File: src/assert_macros.svh
// Assertion macros for the RTL of the int8 MAC / requant / activation unit.
// Define ASSERT_OFF to compile every assertion away.
`ifndef ASSERT_MACROS_SVH
`define ASSERT_MACROS_SVH

`ifndef ASSERT_OFF

// Property holds at every clock edge outside reset.
`define ASSERT_CLK(label, clk, rst_n, prop, msg) \
	label: assert property (@(posedge clk) disable iff (!rst_n) (prop)) \
		else $error(msg);

// Expression never becomes true outside reset.
`define ASSERT_NEVER(label, clk, rst_n, expr, msg) \
	label: assert property (@(posedge clk) disable iff (!rst_n) !(expr)) \
		else $error(msg);

`else

`define ASSERT_CLK(label, clk, rst_n, prop, msg)
`define ASSERT_NEVER(label, clk, rst_n, expr, msg)

`endif

`endif

File: src/imr_pkg.sv
// Shared types and constants of the int8 MAC / requant / activation unit.
// No dependencies; every other RTL file refers to it by scoped names.
package imr_pkg;

	localparam int AccBits      = 32;
	localparam int TableDepth   = 256;
	localparam int TableIdxBits = $clog2(TableDepth);
	localparam int ShiftBits    = 5;

	// Request kinds carried in the mode field
	localparam logic MODE_LOAD = 1'b0;
	localparam logic MODE_MAC  = 1'b1;

	typedef struct packed {
		logic                    valid;
		logic                    mode;
		logic                    first;
		logic                    last;
		logic signed [7:0]       act;
		logic signed [7:0]       weight;
		logic signed [31:0]      bias;
		logic [TableIdxBits-1:0] index;
		logic signed [7:0]       value;
	} mac_item_t;

	// Control that follows a request down the pipeline after the MAC stage
	typedef struct packed {
		logic                    res;
		logic                    load;
		logic [TableIdxBits-1:0] index;
		logic signed [7:0]       value;
	} stage_ctl_t;

endpackage

File: src/imr_mac.sv
// Accumulator stage: bias load, 8x8 signed multiply and wrapping accumulate.
// Depends on imr_pkg.
module imr_mac (
	input  logic                                 clk,
	input  logic                                 arst_n,
	input  logic                                 en,
	input  imr_pkg::mac_item_t                   item_s1,
	output imr_pkg::stage_ctl_t                  ctl_s2,
	output logic signed [imr_pkg::AccBits-1:0]   sum_s2
);

	logic signed [imr_pkg::AccBits-1:0] acc_q;
	logic signed [imr_pkg::AccBits-1:0] base;
	logic signed [imr_pkg::AccBits-1:0] acc_next;
	logic signed [15:0]                 prod;
	logic                               do_mac;

	assign do_mac   = item_s1.valid && (item_s1.mode == imr_pkg::MODE_MAC);
	assign prod     = 16'(item_s1.act) * 16'(item_s1.weight);
	assign base     = item_s1.first ? imr_pkg::AccBits'(item_s1.bias) : acc_q;
	assign acc_next = base + imr_pkg::AccBits'(prod);

	always_ff @(posedge clk or negedge arst_n) begin
		if (!arst_n) begin
			acc_q  <= '0;
			ctl_s2 <= '0;
		end else if (en) begin
			ctl_s2.res   <= do_mac && item_s1.last;
			ctl_s2.load  <= item_s1.valid && (item_s1.mode == imr_pkg::MODE_LOAD);
			ctl_s2.index <= item_s1.index;
			ctl_s2.value <= item_s1.value;
			if (do_mac) begin
				acc_q <= acc_next;
			end
		end
	end

	always_ff @(posedge clk) begin
		if (en && do_mac) begin
			sum_s2 <= acc_next;
		end
	end

endmodule

File: src/imr_requant.sv
// Requantize stage: arithmetic right shift, round half to even, saturate to int8.
// Depends on imr_pkg.
module imr_requant (
	input  logic                                 clk,
	input  logic                                 arst_n,
	input  logic                                 en,
	input  logic [imr_pkg::ShiftBits-1:0]        shift_amount,
	input  imr_pkg::stage_ctl_t                  ctl_s2,
	input  logic signed [imr_pkg::AccBits-1:0]   sum_s2,
	output imr_pkg::stage_ctl_t                  ctl_s3,
	output logic signed [7:0]                    q_s3
);

	localparam int ExtBits    = imr_pkg::AccBits + (1 << imr_pkg::ShiftBits);
	localparam int ExtIdxBits = $clog2(ExtBits);

	function automatic logic signed [7:0] requant(
		input logic signed [imr_pkg::AccBits-1:0] u,
		input logic [imr_pkg::ShiftBits-1:0]      s
	);
		logic signed [ExtBits-1:0] ext;
		logic signed [ExtBits:0]   q;
		logic [ExtBits-1:0]        lowmask;
		logic                      guard;
		logic                      sticky;
		ext     = ExtBits'(u);
		q       = (ExtBits + 1)'(ext);
		guard   = 1'b0;
		sticky  = 1'b0;
		lowmask = '0;
		if (s != '0) begin
			q       = (ExtBits + 1)'(ext >>> s);
			guard   = ext[ExtIdxBits'(s - imr_pkg::ShiftBits'(1))];
			lowmask = (ExtBits'(1) << (s - imr_pkg::ShiftBits'(1))) - ExtBits'(1);
			sticky  = |(ext & lowmask);
			// round up above half, and at exactly half toward the even neighbor
			if (guard && (sticky || q[0])) begin
				q = q + (ExtBits + 1)'(1);
			end
		end
		if (q > $signed((ExtBits + 1)'(127))) begin
			requant = 8'sd127;
		end else if (q < -$signed((ExtBits + 1)'(128))) begin
			requant = -8'sd128;
		end else begin
			requant = q[7:0];
		end
	endfunction

	always_ff @(posedge clk or negedge arst_n) begin
		if (!arst_n) begin
			ctl_s3 <= '0;
		end else if (en) begin
			ctl_s3 <= ctl_s2;
		end
	end

	always_ff @(posedge clk) begin
		if (en && ctl_s2.res) begin
			q_s3 <= requant(sum_s2, shift_amount);
		end
	end

endmodule

File: src/imr_act_table.sv
// Activation table memory with registered read, and the result register.
// Depends on imr_pkg.
module imr_act_table (
	input  logic                clk,
	input  logic                arst_n,
	input  logic                en,
	input  imr_pkg::stage_ctl_t ctl_s3,
	input  logic signed [7:0]   q_s3,
	output logic                out_valid_q,
	output logic signed [7:0]   activated_q,
	output logic signed [7:0]   requantized_q
);

	logic signed [7:0]                table_mem [imr_pkg::TableDepth];
	logic [imr_pkg::TableIdxBits-1:0] rd_addr;

	// requantized value plus the offset of 128 is a flip of the sign bit
	assign rd_addr = imr_pkg::TableIdxBits'(q_s3 ^ 8'h80);

	always_ff @(posedge clk or negedge arst_n) begin
		if (!arst_n) begin
			out_valid_q <= 1'b0;
		end else if (en) begin
			out_valid_q <= ctl_s3.res;
		end
	end

	always_ff @(posedge clk) begin
		if (en && ctl_s3.load) begin
			table_mem[ctl_s3.index] <= ctl_s3.value;
		end
		if (en && ctl_s3.res) begin
			activated_q   <= table_mem[rd_addr];
			requantized_q <= q_s3;
		end
	end

endmodule

File: src/int8_mac_requant_lut_activation_unit.sv
// A result reaches the master side through the request register and the MAC, requant and lookup stages, in that order.
// Throughput: one request per cycle; the whole pipeline advances whenever the result
// register is empty or being taken, so a stalled result holds every stage.
// Reset (arst_n low, asynchronous): accumulator and shift_amount cleared, pipeline empty.
// The activation table is not cleared and holds nothing meaningful until loaded.
`include "assert_macros.svh"

module int8_mac_requant_lut_activation_unit (
	input  logic        clk,
	input  logic        arst_n,
	// request stream
	input  logic        s_axis_tvalid,
	output logic        s_axis_tready,
	// [7:0] act, [15:8] weight, [47:16] bias, [55:48] table_index, [63:56] table_value
	input  logic [63:0] s_axis_tdata,
	// [0] mode, [1] first
	input  logic [1:0]  s_axis_tuser,
	input  logic        s_axis_tlast,
	// result stream
	output logic        m_axis_tvalid,
	input  logic        m_axis_tready,
	// [7:0] activated, [15:8] requantized
	output logic [15:0] m_axis_tdata,
	// register port
	input  logic        psel,
	input  logic        penable,
	input  logic        pwrite,
	input  logic [1:0]  paddr,
	input  logic [31:0] pwdata,
	output logic [31:0] prdata,
	output logic        pready
);

	localparam logic [1:0] REG_SHIFT_AMOUNT = 2'd0;

	logic [imr_pkg::ShiftBits-1:0]      shift_q;
	logic                               en;
	imr_pkg::mac_item_t                 item_s1;
	imr_pkg::stage_ctl_t                ctl_s2;
	imr_pkg::stage_ctl_t                ctl_s3;
	logic signed [imr_pkg::AccBits-1:0] sum_s2;
	logic signed [7:0]                  q_s3;
	logic signed [7:0]                  activated_q;
	logic signed [7:0]                  requantized_q;

	// register port
	assign pready = 1'b1;
	assign prdata = (paddr == REG_SHIFT_AMOUNT) ? 32'(shift_q) : '0;

	always_ff @(posedge clk or negedge arst_n) begin
		if (!arst_n) begin
			shift_q <= '0;
		end else if (psel && penable && pwrite && pready && paddr == REG_SHIFT_AMOUNT) begin
			shift_q <= pwdata[imr_pkg::ShiftBits-1:0];
		end
	end

	// advance every stage while the result register can move
	assign en            = !m_axis_tvalid || m_axis_tready;
	assign s_axis_tready = en;

	always_ff @(posedge clk or negedge arst_n) begin
		if (!arst_n) begin
			item_s1 <= '0;
		end else if (en) begin
			item_s1.valid <= s_axis_tvalid;
			if (s_axis_tvalid) begin
				item_s1.mode   <= s_axis_tuser[0];
				item_s1.first  <= s_axis_tuser[1];
				item_s1.last   <= s_axis_tlast;
				item_s1.act    <= s_axis_tdata[7:0];
				item_s1.weight <= s_axis_tdata[15:8];
				item_s1.bias   <= s_axis_tdata[47:16];
				item_s1.index  <= s_axis_tdata[55:48];
				item_s1.value  <= s_axis_tdata[63:56];
			end
		end
	end

	imr_mac u_mac (
		.clk     (clk),
		.arst_n  (arst_n),
		.en      (en),
		.item_s1 (item_s1),
		.ctl_s2  (ctl_s2),
		.sum_s2  (sum_s2)
	);

	imr_requant u_requant (
		.clk          (clk),
		.arst_n       (arst_n),
		.en           (en),
		.shift_amount (shift_q),
		.ctl_s2       (ctl_s2),
		.sum_s2       (sum_s2),
		.ctl_s3       (ctl_s3),
		.q_s3         (q_s3)
	);

	imr_act_table u_act_table (
		.clk           (clk),
		.arst_n        (arst_n),
		.en            (en),
		.ctl_s3        (ctl_s3),
		.q_s3          (q_s3),
		.out_valid_q   (m_axis_tvalid),
		.activated_q   (activated_q),
		.requantized_q (requantized_q)
	);

	assign m_axis_tdata = {requantized_q, activated_q};

	`ASSERT_CLK(a_result_from_pipe, clk, arst_n, $rose(m_axis_tvalid) |-> $past(ctl_s3.res), "result appeared without a request in the lookup stage")
	`ASSERT_NEVER(a_load_xor_result, clk, arst_n, ctl_s3.res && ctl_s3.load, "lookup stage holds both a table load and a result")
	`ASSERT_CLK(a_last_reaches_s2, clk, arst_n, (en && item_s1.valid && item_s1.mode == imr_pkg::MODE_MAC && item_s1.last) |=> ctl_s2.res, "last MAC request did not produce a pending result")

endmodule

File: config.mk
export PLATFORM = sky130hd
export DESIGN_NAME = int8_mac_requant_lut_activation_unit
export DESIGN_NICKNAME = d
export VERILOG_FILES = /design/src/imr_pkg.sv /design/src/imr_mac.sv /design/src/imr_requant.sv /design/src/imr_act_table.sv /design/src/int8_mac_requant_lut_activation_unit.sv
export VERILOG_INCLUDE_DIRS = /design/src /design/src/src
export SDC_FILE = /design/constraint.sdc
export NUM_CORES = 2
export LEC_CHECK = 0
export BUFFER_PORTS_ARGS = -buffer_cell sky130_fd_sc_hd__buf_2
export CAP_MARGIN = 0
export CORE_MARGIN = 2
export CORE_UTILIZATION = 30
export DETAILED_ROUTE_END_ITERATION = 10
export PLACE_DENSITY = 0.55
export SKIP_LAST_GASP = 1
export SYNTH_ARGS = -nofsm -noshare
export SYNTH_HDL_FRONTEND = slang
export SYNTH_SLANG_ARGS = --single-unit
export TNS_END_PERCENT = 100
File: constraint.sdc
create_clock -name clk -period 7.75 [get_ports clk]
set_input_delay 1.55 -clock clk [delete_from_list [all_inputs] [get_ports clk]]
set_output_delay 1.55 -clock clk [all_outputs]
set_load 0.005 [all_outputs]
==> metrics.txt <==
outcome=complete, no violations; WP data required=between 8000 and 9000 ps; endpoint type of the worst setup path=flop; synthesized flop and latch total=approximately 2.2k; CP top delay family=simple AND/OR/NAND/NOR gates; Num CTS Buffers=approximately 240; most frequent cells in the layout=edfxtp_1, mux4_2, nor2_1; Die X=between 500 and 600 um; Final setup viols=0; kind of critical path=flop to flop; latest clock arrival within the worst-skew pair=between 900 and 1000 ps; sw power=between 15 and 20 mW; DR vias/cell=between 4 and 5; switching part of the total=a little under two fifths; Synth Flop Type=edfxtp_1; Reg power frac=35.4%; core area=about 320000 um^2; post-synth cell types=100; Worst Path Buf+Inv=0; initial antenna violation count=9; Slowest cell on crit path=dfrtp_2; most common cell after layout, fill and taps aside=edfxtp_1; I/O pins=around 160; via count=48.8k; slew margin rel.=a little under a quarter; min Tclk post-route=approximately 6800 ps; detailed placement HPWL=about 150 mm; first-pass GRT wire length=~360 mm; H-Tree Depth=4; register area share after synthesis=roughly 70%; Pins Over Slew Limit=0; RSZ-0062 raised after global routing=no; HP Start=u_mac.ctl_s2[7]; Post-CTS Hold Buffers=0; largest net degree at the start of global routing=190; final hold vios=0; Pre-antenna DRT Iters=7; Post-Syn Area=about 98000 um^2; layout net count=roughly 5.6k; starting density of the core=between 30% and 40%; number of fill cells=approximately 30k; max cap viols=0; PortBufs=about 100; setup tns final=0 ps; gr usage total=between 10 and 15%; RR Startpoint=shift_q[2]; Worst Setup Start Kind=flop; Critical path origin=shift_q[2]; Pwr Density=approximately 440 nW/um^2; Max Buffers Root-to-Sink=4; gr ovfl total=0; crit path DAT=around 7400 ps; Final period util=88.0%; Min-Delay Path Class=flop to flop; WL/cell=24.9 um; # Post-CTS Setup Buffers=0; GP Congestion=roughly 0.86; Comb pwr share=a little over two fifths; root buffer cell=clkbuf_16; Gate Count Post-Synth=5108; layout cells sized above 1=26.2%; ys async rst share=under 10%; P_leak=roughly 36 nW; Post-synth EDFFs=2104; CTS sink cnt=2246; DR iter-0 viols=4772; Area Overhead vs Synth=13.5%; Max VDD drop=just under 0.001 V; final clock skew=~64 ps; clock slew at reported path FFs=approximately 60 ps; fin worst setup slack=approximately 930 ps; Internal=30.8 mW; Die Area=around 330000 um^2; vias in the first global route=50.1k; Syn Area/Cell=19.1 um^2; CTS tree=built; Die H=574 um; Max Fclk=between 100 and 150 MHz; Yosys warnings=0; FP Rows=about 210; antenna viol nets, final=0; dpl ws=slightly above 900 ps; critical path's largest stage delay=roughly 900 ps; CTS resizes=0; drc violations=0; clock network fraction of total power=between 20% and 30%; Routed WL=between 200 and 250 mm; largest fanout on the critical path=36; worst slew pin tran=1150 ps; worst-path cell chain=nor2b_1, a41oi_2, o21ai_0, nand2_1, ha_1, o21ai_1, and2_1, o2111ai_1, or4_1, a2111oi_2, and4_4, and2_1, nor3_1, xnor2_1, or2_2, a2111oi_0, a41o_1, o21ai_1
## flip-flops by register name (all words and copies together), names as in the netlist
name / cells
u_mac.acc_q: 32
shift_q: 5
u_act_table.requantized_q: 8
u_mac.ctl_s2: 18
u_act_table.out_valid_q: 1
item_s1: 68
u_requant.q_s3: 8
u_requant.ctl_s3: 18
u_act_table.activated_q: 8
u_mac.sum_s2: 32
u_act_table.table_mem: 2048
## metrics by stage
step	total power [mW]	hold WS (ps)	std cells	cell area [um^2]	utilization, %
6_report	48.8	465	9758	111000	34.2
5_1_grt	52.1	491	9755	111000	34.2
4_1_cts	49.4	469	9753	111000	34.2
3_5_place_dp	38.1	455	9327	103000	31.8
3_3_place_gp	38.0	452	9327	103000	31.8
2_1_floorplan	32.0	424	5134	97600	-
## power by group through the flow
stage | clock, mW | combinational (mW) | sequential (mW)
floorplan | 0 | 14.5 | 17.6
global placement | 0 | 20.5 | 17.5
detailed placement | 0 | 20.6 | 17.5
CTS | 11.4 | 20.8 | 17.3
global route | 11.8 | 22.9 | 17.4
finish | 11.1 | 20.4 | 17.3
## worst register-to-register path, cell delays in order (launching register included)
cell and delay (ps):
dfrtp_2 900, nor2b_1 460, a41oi_2 100, o21ai_0 690, nand2_1 190, ha_1 470, o21ai_1 310, and2_1 210
o2111ai_1 160, or4_1 600, a2111oi_2 360, and4_4 340, and2_1 270, nor3_1 140, xnor2_1 210, or2_2 310
a2111oi_0 400, a41o_1 320, o21ai_1 110
## synth_stat cells, types with 60 or more instances
library cell	number	area (um^2)
nand3_1	60	300
clkbuf_1	183	687
ha_1	80	1000
nand2_1	245	920
dfrtp_1	142	3550
o21ai_0	68	340
inv_1	174	653
nor2_1	348	1310
edfxtp_1	2104	63200
mux2_2	119	1340
mux2i_1	69	691
mux4_2	715	16100
buf_1	78	293
fa_1	136	2720
## final timing paths
| kind | to | slack (ps) | cells past startpoint |
|---|---|---|---|
| min in group asynchronous | item_s1[9] | 680 | 1 |
| worst max register to register | u_requant.q_s3[6] | 930 | 18 |
| worst min-delay path | u_mac.ctl_s2[7] | 460 | 2 |
| max in group asynchronous | shift_q[3] | 5540 | 2 |
| worst min register to register | u_mac.ctl_s2[7] | 460 | 2 |
| worst max-delay path | u_requant.q_s3[6] | 930 | 18 |
## cell type report
cell class	count	area [um^2]	share of cell area, %
repair buffers	195	1410	1.28
inverters	176	661	0.597
diodes	5	12.5	0.0113
multi-input cells	2385	28800	26.0
clock buffers	284	6190	5.59
flip-flops and latches	2246	66800	60.3
well taps	4325	5410	4.89
clock inverters	142	1370	1.24
## cell families (layout without fill, tap and decap cells)
| kind of cell | count (synthesis) | in the layout | synth area share [%] |
|---|---|---|---|
| fa+ha+maj | 216 | 216 | 3.82 |
| other cells | 2 | 33 | 0.00770 |
| xor+xnor | 73 | 73 | 0.663 |
| mux | 910 | 910 | 18.8 |
| simple gates | 862 | 862 | 4.05 |
| compound gates | 296 | 296 | 2.07 |
| buf+inv | 503 | 797 | 2.16 |
| flops | 2246 | 2246 | 68.4 |
## routing by layer
layer / track usage, % / up-vias / wire length, um
li1: - / 20700 / -
met1: 20.8 / 26100 / 107000
met2: 22.9 / 1610 / 114000
met3: 2.49 / 334 / 16400
met4: 3.75 / 2 / 5910
met5: 0 / - / 13
Note: power is estimated with default switching activity, not from simulation.
